[src/design/assert_macros.svh]
// ----------------------------------------------------------------------------
// Assertion macros
// Clocked assertion helpers shared by the ray marcher RTL.
// ----------------------------------------------------------------------------
`ifndef ASSERT_MACROS_SVH
`define ASSERT_MACROS_SVH
`ifndef SYNTHESIS
`define ASSERT_CLK(label, prop) \
  label: assert property (@(posedge clk) disable iff (rst) prop) \
    else $error("assertion failed");
`define ASSERT_ALWAYS(label, prop) \
  label: assert property (@(posedge clk) prop) \
    else $error("assertion failed");
`else
`define ASSERT_CLK(label, prop)
`define ASSERT_ALWAYS(label, prop)
`endif
`endif

[src/design/dfrm_pkg.sv]
`timescale 1ns / 1ps
// ----------------------------------------------------------------------------
// dfrm_pkg
// Types, constants and the distance function of the distance field ray marcher.
// ----------------------------------------------------------------------------
package dfrm_pkg;

  localparam int DIR_W      = 16;
  localparam int ROT_W      = 19;
  localparam int DIST_W     = 19;
  localparam int POS_W      = 32;
  localparam int TRIG_W     = 14;
  localparam int MODE_W     = 2;
  localparam int STEPS_W    = 5;
  localparam int CFG_IDX_W  = 3;
  localparam int CFG_DATA_W = 32;
  localparam int FRAC_W     = 12;

  // Register indexes of the configuration port.
  localparam logic [CFG_IDX_W-1:0] REG_MODE  = 3'd0;
  localparam logic [CFG_IDX_W-1:0] REG_ORG_X = 3'd1;
  localparam logic [CFG_IDX_W-1:0] REG_ORG_Y = 3'd2;
  localparam logic [CFG_IDX_W-1:0] REG_ORG_Z = 3'd3;
  localparam logic [CFG_IDX_W-1:0] REG_SIN   = 3'd4;
  localparam logic [CFG_IDX_W-1:0] REG_COS   = 3'd5;

  // Scene modes.
  localparam logic [MODE_W-1:0] MODE_BOX  = 2'd0;
  localparam logic [MODE_W-1:0] MODE_SWAP = 2'd1;
  localparam logic [MODE_W-1:0] MODE_GRID = 2'd2;
  localparam logic [MODE_W-1:0] MODE_FOLD = 2'd3;

  localparam logic signed [TRIG_W-1:0] COS_RESET = 14'sd4096;

  localparam logic signed [DIST_W-1:0] HIT_LIMIT = 19'sh200;
  localparam logic signed [DIST_W-1:0] OFS_BOX   = 19'sh8000;
  localparam logic signed [DIST_W-1:0] OFS_SWAP  = 19'sh5000;
  localparam logic signed [DIST_W-1:0] OFS_FOLD  = 19'sh3000;
  localparam logic [POS_W-1:0]         MASK_Y    = 32'hc3c3c000;
  localparam logic [POS_W-1:0]         MASK_Z    = 32'hF0F0F0F0;

  // Operand selections of the shared multiplier.
  localparam logic [2:0] MUL_U_COS = 3'd0;
  localparam logic [2:0] MUL_Z_SIN = 3'd1;
  localparam logic [2:0] MUL_Z_COS = 3'd2;
  localparam logic [2:0] MUL_U_SIN = 3'd3;
  localparam logic [2:0] MUL_X_D   = 3'd4;
  localparam logic [2:0] MUL_Y_D   = 3'd5;
  localparam logic [2:0] MUL_Z_D   = 3'd6;
  localparam logic [2:0] MUL_NONE  = 3'd7;

  typedef struct packed {
    logic [MODE_W-1:0]        mode;
    logic [POS_W-1:0]         org_x;
    logic [POS_W-1:0]         org_y;
    logic [POS_W-1:0]         org_z;
    logic signed [TRIG_W-1:0] sin_v;
    logic signed [TRIG_W-1:0] cos_v;
  } cfg_t;

  typedef struct packed {
    logic       load;
    logic [2:0] mul_op;
    logic       acc_load;
    logic       rot_a;
    logic       rot_b;
    logic       add_x;
    logic       add_y;
    logic       add_z;
    logic       take_d;
    logic       finish;
  } cmd_t;

  typedef struct packed {
    logic left_zero;
    logic hit;
    logic out_free;
  } status_t;

  // Ones' complement of negative words, so both halves of space fold together.
  function automatic logic [POS_W-1:0] fold32(input logic [POS_W-1:0] v);
    return v[POS_W-1] ? ~v : v;
  endfunction

  function automatic logic signed [DIST_W-1:0] distance(
    input logic [MODE_W-1:0] mode,
    input logic [POS_W-1:0]  px,
    input logic [POS_W-1:0]  py,
    input logic [POS_W-1:0]  pz
  );
    logic [POS_W-1:0]         fx, fy, fz, yterm, zterm;
    logic signed [DIST_W-1:0] sx, sy, sz, ty, tz, sum_yz, diff, dfold, res;
    fx     = fold32(px);
    fy     = fold32(py);
    fz     = fold32(pz);
    sx     = DIST_W'(fx[31:16]);
    sy     = DIST_W'(fy[31:16]);
    sz     = DIST_W'(fz[31:16]);
    yterm  = {15'b0, fy[31:15]} & MASK_Y;
    zterm  = {16'b0, fz[31:16]} & MASK_Z;
    ty     = DIST_W'(yterm);
    tz     = DIST_W'(zterm);
    sum_yz = sy + sz;
    diff   = sx - sz;
    dfold  = diff[DIST_W-1] ? ~diff : diff;
    case (mode)
      MODE_BOX:  res = sx + sy + tz - OFS_BOX;
      MODE_SWAP: res = (sx | sum_yz) - OFS_SWAP;
      MODE_GRID: res = sx + ty + tz - OFS_BOX;
      default:   res = dfold + sy - OFS_FOLD;
    endcase
    return res;
  endfunction

endpackage

[src/design/dfrm_cfg_regs.sv]
`timescale 1ns / 1ps
// ----------------------------------------------------------------------------
// dfrm_cfg_regs
// Configuration register file: scene mode, ray origin and view rotation.
// ----------------------------------------------------------------------------
module dfrm_cfg_regs (
  input  logic                             clk,
  input  logic                             rst,
  input  logic                             cfg_valid,
  output logic                             cfg_ready,
  input  logic [dfrm_pkg::CFG_IDX_W-1:0]   cfg_index,
  input  logic [dfrm_pkg::CFG_DATA_W-1:0]  cfg_data,
  output dfrm_pkg::cfg_t                   cfg
);
  import dfrm_pkg::*;

  // Writes are refused while reset holds the registers at their defaults.
  assign cfg_ready = !rst;

  always_ff @(posedge clk) begin
    if (rst) begin
      cfg.mode  <= MODE_BOX;
      cfg.org_x <= '0;
      cfg.org_y <= '0;
      cfg.org_z <= '0;
      cfg.sin_v <= '0;
      cfg.cos_v <= COS_RESET;
    end else if (cfg_valid && cfg_ready) begin
      case (cfg_index)
        REG_MODE:  cfg.mode  <= cfg_data[MODE_W-1:0];
        REG_ORG_X: cfg.org_x <= cfg_data;
        REG_ORG_Y: cfg.org_y <= cfg_data;
        REG_ORG_Z: cfg.org_z <= cfg_data;
        REG_SIN:   cfg.sin_v <= $signed(cfg_data[TRIG_W-1:0]);
        REG_COS:   cfg.cos_v <= $signed(cfg_data[TRIG_W-1:0]);
        default: begin
        end
      endcase
    end
  end

endmodule

[src/design/dfrm_ctrl.sv]
`timescale 1ns / 1ps
`include "assert_macros.svh"
// ----------------------------------------------------------------------------
// dfrm_ctrl
// Sequencer for rotation and the march loop around the shared multiplier.
// ----------------------------------------------------------------------------
module dfrm_ctrl (
  input  logic              clk,
  input  logic              rst,
  input  logic              in_valid,
  output logic              in_ready,
  input  dfrm_pkg::status_t status,
  output dfrm_pkg::cmd_t    cmd
);
  import dfrm_pkg::*;

  localparam logic [3:0] S_IDLE = 4'd0;
  localparam logic [3:0] S_R0   = 4'd1;
  localparam logic [3:0] S_R1   = 4'd2;
  localparam logic [3:0] S_R2   = 4'd3;
  localparam logic [3:0] S_R3   = 4'd4;
  localparam logic [3:0] S_R4   = 4'd5;
  localparam logic [3:0] S_DIST = 4'd6;
  localparam logic [3:0] S_MX   = 4'd7;
  localparam logic [3:0] S_MY   = 4'd8;
  localparam logic [3:0] S_MZ   = 4'd9;
  localparam logic [3:0] S_ACC  = 4'd10;

  logic [3:0] state, state_next;

  always_ff @(posedge clk) begin
    if (rst) begin
      state <= S_IDLE;
    end else begin
      state <= state_next;
    end
  end

  always_comb begin
    state_next = state;
    cmd        = '0;
    cmd.mul_op = MUL_NONE;
    in_ready   = 1'b0;
    case (state)
      S_IDLE: begin
        // No beat is taken while reset is held.
        in_ready = !rst;
        if (in_valid && !rst) begin
          cmd.load   = 1'b1;
          state_next = S_R0;
        end
      end
      S_R0: begin
        cmd.mul_op = MUL_U_COS;
        state_next = S_R1;
      end
      S_R1: begin
        cmd.mul_op   = MUL_Z_SIN;
        cmd.acc_load = 1'b1;
        state_next   = S_R2;
      end
      S_R2: begin
        cmd.mul_op = MUL_Z_COS;
        cmd.rot_a  = 1'b1;
        state_next = S_R3;
      end
      S_R3: begin
        cmd.mul_op   = MUL_U_SIN;
        cmd.acc_load = 1'b1;
        state_next   = S_R4;
      end
      S_R4: begin
        cmd.rot_b  = 1'b1;
        state_next = S_DIST;
      end
      S_DIST: begin
        // The march ends on a hit or when the step budget is spent; the
        // result waits here until the output register can take it.
        if (status.left_zero || status.hit) begin
          if (status.out_free) begin
            cmd.finish = 1'b1;
            state_next = S_IDLE;
          end
        end else begin
          cmd.take_d = 1'b1;
          state_next = S_MX;
        end
      end
      S_MX: begin
        cmd.mul_op = MUL_X_D;
        state_next = S_MY;
      end
      S_MY: begin
        cmd.mul_op = MUL_Y_D;
        cmd.add_x  = 1'b1;
        state_next = S_MZ;
      end
      S_MZ: begin
        cmd.mul_op = MUL_Z_D;
        cmd.add_y  = 1'b1;
        state_next = S_ACC;
      end
      S_ACC: begin
        cmd.add_z  = 1'b1;
        state_next = S_DIST;
      end
      default: begin
        state_next = S_IDLE;
      end
    endcase
  end

  `ASSERT_CLK(a_finish_needs_end, cmd.finish |-> (status.hit || status.left_zero))
  `ASSERT_CLK(a_finish_needs_room, cmd.finish |-> status.out_free)
  `ASSERT_CLK(a_step_only_on_miss, cmd.take_d |-> (!status.hit && !status.left_zero))

endmodule

[src/design/dfrm_datapath.sv]
`timescale 1ns / 1ps
`include "assert_macros.svh"
// ----------------------------------------------------------------------------
// dfrm_datapath
// Ray direction and position registers, shared multiplier, distance field
// evaluation and the result register.
// ----------------------------------------------------------------------------
module dfrm_datapath #(
  parameter int MAX_STEPS = 31
) (
  input  logic                                clk,
  input  logic                                rst,
  input  dfrm_pkg::cfg_t                      cfg,
  input  dfrm_pkg::cmd_t                      cmd,
  output dfrm_pkg::status_t                   status,
  input  logic signed [dfrm_pkg::DIR_W-1:0]   dir_first,
  input  logic signed [dfrm_pkg::DIR_W-1:0]   dir_second,
  input  logic signed [dfrm_pkg::DIR_W-1:0]   dir_third,
  output logic [dfrm_pkg::STEPS_W-1:0]        steps_left,
  output logic                                out_valid,
  input  logic                                out_ready
);
  import dfrm_pkg::*;

  localparam int LEFT_W = $clog2(MAX_STEPS + 1);
  localparam logic [LEFT_W-1:0] LEFT_INIT = LEFT_W'(MAX_STEPS);
  localparam int PROD_W = 2 * ROT_W;

  logic signed [ROT_W-1:0]  dx, dy, dz, rot_a;
  logic [POS_W-1:0]         px, py, pz;
  logic [POS_W-1:0]         prod;
  logic signed [POS_W-1:0]  acc;
  logic signed [DIST_W-1:0] d_reg;
  logic [LEFT_W-1:0]        left;

  logic signed [ROT_W-1:0]  u_dir, sin_e, cos_e, op_a, op_b;
  logic signed [PROD_W-1:0] mul_full;
  logic signed [POS_W-1:0]  sum_a, diff_b;
  logic signed [DIST_W-1:0] d_now;
  logic [LEFT_W+STEPS_W-1:0] left_ext;

  // The rotated pair is x/z in modes 0 and 2, y/z in modes 1 and 3.
  assign u_dir    = cfg.mode[0] ? dy : dx;
  assign sin_e    = ROT_W'(cfg.sin_v);
  assign cos_e    = ROT_W'(cfg.cos_v);
  assign d_now    = distance(cfg.mode, px, py, pz);
  assign sum_a    = acc + $signed(prod);
  assign diff_b   = acc - $signed(prod);
  assign left_ext = (LEFT_W + STEPS_W)'(left);

  always_comb begin
    case (cmd.mul_op)
      MUL_U_COS: begin op_a = u_dir; op_b = cos_e; end
      MUL_Z_SIN: begin op_a = dz;    op_b = sin_e; end
      MUL_Z_COS: begin op_a = dz;    op_b = cos_e; end
      MUL_U_SIN: begin op_a = u_dir; op_b = sin_e; end
      MUL_X_D:   begin op_a = dx;    op_b = d_reg; end
      MUL_Y_D:   begin op_a = dy;    op_b = d_reg; end
      MUL_Z_D:   begin op_a = dz;    op_b = d_reg; end
      default:   begin op_a = '0;    op_b = '0;    end
    endcase
  end

  assign mul_full = op_a * op_b;

  assign status.left_zero = (left == '0);
  assign status.hit       = (d_now < HIT_LIMIT);
  assign status.out_free  = !out_valid || out_ready;

  always_ff @(posedge clk) begin
    // Only the low word of a product is ever used: rotation sums stay far
    // below 2^31 and position updates wrap at 32 bits.
    prod <= mul_full[POS_W-1:0];
    if (cmd.load) begin
      px <= cfg.org_x;
      py <= cfg.org_y;
      pz <= cfg.org_z;
      if (cfg.mode == MODE_SWAP) begin
        dy <= ROT_W'(dir_first);
        dz <= ROT_W'(dir_second);
        dx <= ROT_W'(dir_third);
      end else begin
        dx <= ROT_W'(dir_first);
        dy <= ROT_W'(dir_second);
        dz <= ROT_W'(dir_third);
      end
    end
    if (cmd.acc_load) begin
      acc <= $signed(prod);
    end
    if (cmd.rot_a) begin
      rot_a <= sum_a[FRAC_W+ROT_W-1:FRAC_W];
    end
    if (cmd.rot_b) begin
      dz <= diff_b[FRAC_W+ROT_W-1:FRAC_W];
      if (cfg.mode[0]) begin
        dy <= rot_a;
      end else begin
        dx <= rot_a;
      end
    end
    if (cmd.take_d) begin
      d_reg <= d_now;
    end
    if (cmd.add_x) begin
      px <= px + prod;
    end
    if (cmd.add_y) begin
      py <= py + prod;
    end
    if (cmd.add_z) begin
      pz <= pz + prod;
    end
    if (cmd.finish) begin
      steps_left <= left_ext[STEPS_W-1:0];
    end
  end

  always_ff @(posedge clk) begin
    if (rst) begin
      left      <= LEFT_INIT;
      out_valid <= 1'b0;
    end else begin
      if (cmd.load) begin
        left <= LEFT_INIT;
      end else if (cmd.add_z) begin
        left <= left - 1'b1;
      end
      if (cmd.finish) begin
        out_valid <= 1'b1;
      end else if (out_ready) begin
        out_valid <= 1'b0;
      end
    end
  end

  `ASSERT_CLK(a_left_in_range, left <= LEFT_INIT)
  `ASSERT_CLK(a_step_distance_far, cmd.take_d |=> (d_reg >= HIT_LIMIT))
  `ASSERT_CLK(a_load_restarts_count, cmd.load |=> (left == LEFT_INIT))

endmodule

[src/design/distance_field_ray_march_top.sv]
`timescale 1ns / 1ps
// ----------------------------------------------------------------------------
// distance_field_ray_march_top
// Per-pixel distance field ray marcher with a streaming input and output.
// ----------------------------------------------------------------------------
// Each input beat carries one pixel's three ray direction words. The ray is
// rotated by the configured sine and cosine, then marched from the configured
// origin until the mode's distance field drops below 0x200 or MAX_STEPS steps
// are spent; the output beat carries the number of steps left (0 means the
// budget ran out). Everything runs through one shared 19 x 19 multiplier:
// the rotation runs through states R0 to R4, and each march step evaluates
// the distance, then the x, y and z products with their position updates.
// A finished result sits in the output register, so the next pixel is
// accepted while that result waits to be taken. Write the configuration
// registers only while the block is idle.
module distance_field_ray_march_top #(
  parameter int MAX_STEPS = 31
) (
  input  logic        clk,
  input  logic        rst,
  input  logic        s_axis_tvalid,
  output logic        s_axis_tready,
  // [15:0] dir_first, [31:16] dir_second, [47:32] dir_third
  input  logic [47:0] s_axis_tdata,
  output logic        m_axis_tvalid,
  input  logic        m_axis_tready,
  // [4:0] steps_left, [7:5] zero
  output logic [7:0]  m_axis_tdata,
  input  logic        cfg_valid,
  output logic        cfg_ready,
  input  logic [dfrm_pkg::CFG_IDX_W-1:0]  cfg_index,
  input  logic [dfrm_pkg::CFG_DATA_W-1:0] cfg_data
);
  import dfrm_pkg::*;

  cfg_t                cfg;
  cmd_t                cmd;
  status_t             status;
  logic [STEPS_W-1:0]  steps_left;

  dfrm_cfg_regs u_cfg (
    .clk       (clk),
    .rst       (rst),
    .cfg_valid (cfg_valid),
    .cfg_ready (cfg_ready),
    .cfg_index (cfg_index),
    .cfg_data  (cfg_data),
    .cfg       (cfg)
  );

  dfrm_ctrl u_ctrl (
    .clk      (clk),
    .rst      (rst),
    .in_valid (s_axis_tvalid),
    .in_ready (s_axis_tready),
    .status   (status),
    .cmd      (cmd)
  );

  dfrm_datapath #(
    .MAX_STEPS (MAX_STEPS)
  ) u_datapath (
    .clk        (clk),
    .rst        (rst),
    .cfg        (cfg),
    .cmd        (cmd),
    .status     (status),
    .dir_first  ($signed(s_axis_tdata[15:0])),
    .dir_second ($signed(s_axis_tdata[31:16])),
    .dir_third  ($signed(s_axis_tdata[47:32])),
    .steps_left (steps_left),
    .out_valid  (m_axis_tvalid),
    .out_ready  (m_axis_tready)
  );

  assign m_axis_tdata = {3'b000, steps_left};

endmodule

[config.mk]
export PLATFORM = sky130hd
export DESIGN_NAME = distance_field_ray_march_top
export DESIGN_NICKNAME = d
export VERILOG_FILES = /design/src/design/dfrm_pkg.sv /design/src/design/dfrm_cfg_regs.sv /design/src/design/dfrm_ctrl.sv /design/src/design/dfrm_datapath.sv /design/src/design/distance_field_ray_march_top.sv
export VERILOG_INCLUDE_DIRS = /design/src /design/src/design
export SDC_FILE = /design/constraint.sdc
export NUM_CORES = 2
export LEC_CHECK = 0
export BUFFER_PORTS_ARGS = -buffer_cell sky130_fd_sc_hd__buf_2
export CORE_UTILIZATION = 45
export DETAILED_ROUTE_END_ITERATION = 12
export SYNTH_ARGS = -nofsm -noshare
export SYNTH_HDL_FRONTEND = slang
export SYNTH_SLANG_ARGS = --single-unit
[constraint.sdc]
create_clock -name clk -period 11.6 [get_ports clk]
set_input_delay 0.58 -clock clk [delete_from_list [all_inputs] [get_ports clk]]
set_output_delay 0.58 -clock clk [all_outputs]
set_load 0.005 [all_outputs]
======== After elaboration in Yosys (flattened, before gate mapping) ========
Index checks and enable logic that the tools add are counted.
storage, ports and cells
  bits in registers ....................... 395
  latch bits .............................. 0
  RAM bits ................................ 0
  memory bits (read-only) ................. 0
  input port bits ......................... 88
  output and inout port bits .............. 11
  word-level logic and storage cells ...... 145
  memories ................................ 0
operators by class
  add/subtract/negate cells ............... 17
  multipliers ............................. 1
  divide/modulo/power cells ............... 0
  order comparisons ....................... 1
  equality and inequality tests ........... 25
  shift-type cells ........................ 0
  multiplexer cells ....................... 45
  bitwise gates (word level) .............. 5
  reduce and logical (&&, ||, !) cells .... 31
operator list
  operator                                              number
  2-to-1 mux 32 bit                                     9
  2-to-1 mux 19 bit                                     13
  case mux 19 bit (3 select lines)                      2
  adder 32 bit                                          3
  NOT 32 bit                                            3
  case mux 19 bit (4 select lines)                      1
  adder 19 x 17 -> 19 bit                               3
  case mux 4 bit (10 select lines)                      1
  subtractor 19 x 17 -> 19 bit, second input constant   2
  adder 16 x 16 -> 17 bit                               2
  multiplier 19 x 19 -> 32 bit                          1
  adder 31 bit                                          1
  subtractor 31 bit                                     1
  case mux 3 bit (7 select lines)                       1
  < comparator 19 x 11 -> 1 bit, second input constant  1
  NOT 19 bit                                            1
  bitwise OR 17 x 19 -> 19 bit                          1
  subtractor 19 x 15 -> 19 bit, second input constant   1
  subtractor 19 x 16 -> 19 bit, second input constant   1
  adder 16 x 17 -> 18 bit                               1
  subtractor 16 x 16 -> 17 bit                          1
  equality test 4 x 3 -> 1 bit, second input constant   4
  equality test 3 bit, second input constant            5
  2-to-1 mux 1 bit                                      14
  23 further kinds                                      52

======== Depth between registers and ports, before layout ========
  word-level depth ........................ 13
  gate-level depth with buffers ........... 36
  gate-level depth less buffers ........... 33

======== Cells and area by module ========
From an unflattened synthesis, not the netlist that was laid out.
second synthesis, totals
  cells, all modules ...................... 4,379
  area, all modules ....................... 39,223.9 um^2
by module, submodules not included
  module                        times used  cells each  area an instance (um^2)  seq. area each (um^2)
  dfrm_datapath                 1           3,748       33,717.3                 7,196.9
  dfrm_cfg_regs                 1           580         5,102.4                  2,522.4
  dfrm_ctrl                     1           47          377.9                    80.1
  distance_field_ray_march_top  1           4           26.3                     0.0

======== Worst setup path after synthesis ========
Ideal clock, no wire load.
  path type ............................... register to register
  start ................................... register u_ctrl.state[1]
  end ..................................... register u_datapath.prod[31]
  setup time .............................. 0.072 ns
  data arrival time ....................... 8.848 ns
  data required time ...................... 11.528 ns
  path slack .............................. 2.680 ns
  cell stages (with the launch flop) ...... 31
  buffers on the path ..................... 3
  period minus slack after synthesis ...... 8.920 ns
  cell sequence ........................... dfxtp_1 clkbuf_1 nand2b_1 a211oi_1 clkbuf_1 a22oi_1 nand2_1 clkbuf_1 nand2_1 fa_1 inv_1 fa_1 inv_1 fa_1 inv_1 fa_1 fa_1 fa_1 inv_1 fa_1 inv_1 ha_1 or4_1 a21oi_1 inv_1 o31ai_1 o21ai_0 o21a_1 o21a_1 a31oi_1 xnor2_1
on the way
  longest elaborated chain between the ends .. 6
  elaborated cells on any way between the ends .. 23
  those cells by class .................... mul: 1; eq/ne: 13; mux: 3; reduce/logical: 6
RTL lines
  item                                                                                         RTL line             RTL
  start: declaration                                                                           dfrm_ctrl.sv:29      logic [3:0] state, state_next;
  start signal: assignment                                                                     dfrm_ctrl.sv:35      state <= state_next;
  equality test 4 bit, or another cell as far along                                            dfrm_ctrl.sv:44      case (state)
  case mux 3 bit (7 select lines) (*)                                                          dfrm_ctrl.sv:44
  equality test 3 x 1 -> 1 bit, or another cell as far along                                   dfrm_datapath.sv:52  case (cmd.mul_op)
  OR reduction 3 bit (no line) / OR reduction 2 bit (equally long branches)                    n/a
  case mux 19 bit (4 select lines) / case mux 19 bit (3 select lines) (equally long branches)  dfrm_datapath.sv:52
  multiplier 19 x 19 -> 32 bit (*)                                                             dfrm_datapath.sv:64  assign mul_full = op_a * op_b;
  net u_datapath.mul_full[31]                                                                  dfrm_datapath.sv:37  logic signed [PROD_W-1:0] mul_full;
  end signal: assignment                                                                       dfrm_datapath.sv:73  prod <= mul_full[POS_W-1:0];
  end: declaration                                                                             dfrm_datapath.sv:31  logic [POS_W-1:0] prod;
Mark *: on every way through the listed nets, which the timed path passes. The rest lies on a longest branch.
A chain may end at the register's enable or synchronous reset.

======== Worst setup path after layout ========
  start ................................... register u_ctrl.state[3]
  end ..................................... register u_datapath.prod[31]
Same word-level chain as after synthesis.

==> impl_metrics.json <==
{
  "share_clk_of_total_power": 0.304,
  "synthArstFlopShare": 0,
  "swShare": 0.3666,
  "worstPathArrival_ns": 9.78,
  "ant_nets": 0,
  "globalRouteOverflowTotal": 0,
  "power.share.combinational": 0.358,
  "vdd_ir_drop_max_mv": 0.1114,
  "outcome": "finished clean",
  "place_congestion": 0.9342,
  "first_global_vias": 30609,
  "area_growth_pct": 8.071,
  "synth-warning-count": 0,
  "worstSkewPairLatency_ns": 0.63,
  "fin_crit_ns": 9.241,
  "synth_area_per_cell_sq_um": 8.658,
  "tritoncts_num_sinks": 395,
  "detail_route.wl_per_cell_um": 20.32,
  "initial_core_utilization": 0.4544,
  "grtUsageTotal": 0.2646,
  "setup_repair_after_global_routing_missed_its_margin": "false",
  "largest_register_ff_count": 126,
  "grt_first_pass_wirelength_um": 174700,
  "hold_viol": 0,
  "p_int_mw": 3.106,
  "netlist-cell-type-count": 94,
  "worst-endpoint-required_ns": 12.14,
  "clock_tree.root_cell": "clkbuf_16",
  "seq_power_share": 0.338,
  "die_h_um": 292.5,
  "remaining_drc_errors": 0,
  "fin_nets": 5168,
  "worst_clock_skew_ns": 0.02236,
  "vias_per_cell": 5.496,
  "setup_viol_count_final": 0,
  "drt_first_iter_violations": 1910,
  "number_of_core_rows": 106,
  "ys.flop_type": "dfxtp_1",
  "design_area_sq_um": 41030,
  "area_used_by_multi_input_combinational_logic_sq_um": 25720,
  "timing_max_transition_violations_final": 0,
  "die_w_um": 292.5,
  "io_buffer_count": 95,
  "r2r_end": "u_datapath.prod[31]",
  "dr_total_vias": 30289,
  "fillerInstances": 8003,
  "total_standard_cell_area_after_synthesis_sq_um": 37960,
  "cts_setup_buffers": 0,
  "synth_enable_flop_cells": 189,
  "drv.max_cap_violation_count": 0,
  "ys_seq_elements": 395,
  "die-area_sq_um": 85530,
  "numCtsBuffers": 46,
  "worst_case_register_to_register_setup_slack_ns": 2.36,
  "detail_route.wirelength_um": 112000,
  "io_pins": 99,
  "first_pass_iters": 6,
  "grt_max_degree": 63,
  "critPathLaunchType": "register",
  "synth_top_area_share": 0.1714,
  "hold_path.startpoint": "cfg_data[22]",
  "synth_cells": 4385,
  "placed_cell_area_sq_um": 39490,
  "cell_taking_the_most_area_after_synthesis": "fa_1",
  "critPathMaxFanout": 17,
  "fin_hold_ws_ns": 0.1753,
  "finalCritPeriodShare": 0.7966,
  "final-seq-area_sq_um": 9799,
  "dp.final_hpwl_um": 88300,
  "postCtsResizedCells": 0,
  "fmax_mhz": 108.2,
  "seq_area_frac_synth": 0.2581,
  "cts-root-to-sink-buffers": 3,
  "clk_pin_slew_worst_paths_ns": 0.06,
  "whs_path_depth": 3,
  "core-area_sq_um": 83560,
  "power.density_nw_per_um2": 119.5,
  "proportion_of_layout_cells_with_a_drive_suffix_above_1": 0.06095,
  "top_register": "u_cfg.cfg",
  "worst_pin_slew_ns": 1.145,
  "cts_tree": "done",
  "postLayoutCoreUtil": 0.4910,
  "endpoint_with_the_worst_hold_slack": "u_cfg.cfg[50]",
  "synth.area.top_cells": "fa_1 (17%), edfxtp_1 (15%), ha_1 (12%)",
  "hold_path.class": "in -> reg",
  "static-leakage-power_nw": 18.50,
  "min_setup_slack_post_route_ns": 2.359,
  "r2r_cells": 27,
  "critical_path.endpoint_type": "register",
  "detailedPlace.worstSlack_ns": 2.451,
  "post_cts_hold_buffer_count": 0,
  "p_sw_mw": 1.798,
  "critical_path_class": "reg -> reg",
  "number_of_antenna_violations_at_the_first_check_in_global_routing": 3,
  "htree_num_levels": 2,
  "final.setup.tns_ns": 0,
  "worst_slew_margin": 0.2367,
  "reg2reg_from": "u_ctrl.state[3]"
}
==> per-stage QoR <==
step	std cells	power, mW
after floorplan	4387	2.933
after global placement	5424	3.411
after detailed placement	5424	3.417
after CTS	5510	4.926
after global routing	5511	5.179
final	5511	4.904
==> worst max-delay path: stages, from the launching register on <==
cell,delay (ns)
dfxtp_1,0.63
clkinv_1,0.36
nand2_1,0.28
nor2_1,0.06
buf_4,0.21
a22oi_1,0.62
nand2_1,0.66
nand2_1,0.26
fa_1,0.43
inv_1,0.08
fa_1,0.45
fa_1,0.58
fa_1,0.43
fa_1,0.46
fa_1,0.49
inv_1,0.05
fa_1,0.55
inv_1,0.07
ha_1,0.23
or4_1,0.53
a21oi_1,0.19
inv_1,0.11
o31ai_1,0.40
o21ai_0,0.24
o21a_1,0.26
o21a_1,0.20
a31oi_1,0.19
xnor2_1,0.14
==> final cells by class <==
| class | count | area share |
|---|---|---|
| Timing Repair Buffer | 131 | 0.01824 |
| Sequential cell | 395 | 0.2388 |
| Inverter | 499 | 0.04565 |
| Clock buffer | 65 | 0.03205 |
| Clock inverter | 21 | 0.005276 |
| Tap cell | 1080 | 0.03294 |
| Multi-Input combinational cell | 3319 | 0.6269 |
| Antenna cell | 1 | 0.00006099 |
==> cell usage in the layout (no fill, tap or decap), drive strengths merged, types with 8 or more instances in the layout <==
cell type	count
nand2	791
inv	500
ha	363
fa	325
a21oi	306
nor2	306
o21ai	227
dfxtp	206
edfxtp	189
xnor2	148
xor2	134
buf	131
a21o	74
nand3	73
clkbuf	65
nand2b	48
and2	44
mux2i	37
nor3	35
o21bai	33
a22oi	32
o21a	30
nor2b	27
a211oi	25
a31oi	24
and3	22
or3	18
clkinv	16
o31ai	13
o211ai	12
a221oi	10
nor3b	10
nor4	10
mux2	8
o22ai	8
==> how the worst max path moves through the flow <==
stage                     slack [ns]                  end       startpoint  depth (start not counted)
final                           2.36  u_datapath.prod[31]  u_ctrl.state[3]                         27
after global routing            2.02  u_datapath.prod[31]  u_ctrl.state[3]                         27
after CTS                       2.44  u_datapath.prod[31]  u_ctrl.state[3]                         27
after detailed placement        2.45  u_datapath.prod[31]  u_ctrl.state[3]                         27
after global placement          2.54  u_datapath.prod[31]  u_ctrl.state[3]                         27
after floorplan                 2.68  u_datapath.prod[31]  u_ctrl.state[1]                         30
==> power by group through the flow <==
stage               Clock, mW  Sequential, mW  Combinational (mW)
finish                   1.49            1.66                1.76
global route             1.57            1.66                1.94
CTS                      1.52            1.65                1.75
detailed placement          0            1.68                1.73
global placement            0            1.68                1.73
floorplan                   0            1.64                1.29
==> logic make-up (layout without fill, tap and decap cells) <==
kind of cell             count (synthesis)  in the layout  share of synthesized area
AO/OA/AOI/OAI                          869            869                     0.1404
XOR/XNOR                               282            282                    0.06526
AND/OR/NAND/NOR                       1426           1426                     0.1625
multiplexers                            51             51                    0.01569
other                                    1              4                 0.00009878
adder cells (fa/ha/maj)                688            688                     0.2910
buffers and inverters                  673            716                    0.06694
flip-flops                             395            395                     0.2581
==> synthesized netlist by cell type (all sizes together), types with 74 or more instances <==
| master | instances |
|---|---|
| dfxtp | 206 |
| inv | 497 |
| fa | 325 |
| clkbuf | 160 |
| xnor2 | 148 |
| a21o | 74 |
| edfxtp | 189 |
| ha | 363 |
| o21ai | 227 |
| nand2 | 791 |
| a21oi | 306 |
| xor2 | 134 |
| nor2 | 306 |
==> metal layers <==
layer / routed length [um] / vias to the layer above / GRT usage
met5: 0 / - / 0
met4: 3212 / 0 / 0.07394
met3: 7043 / 151 / 0.03392
met2: 51780 / 860 / 0.4422
met1: 49970 / 14701 / 0.3589
li1: - / 14577 / -
Note: power is estimated with default switching activity, not from simulation.
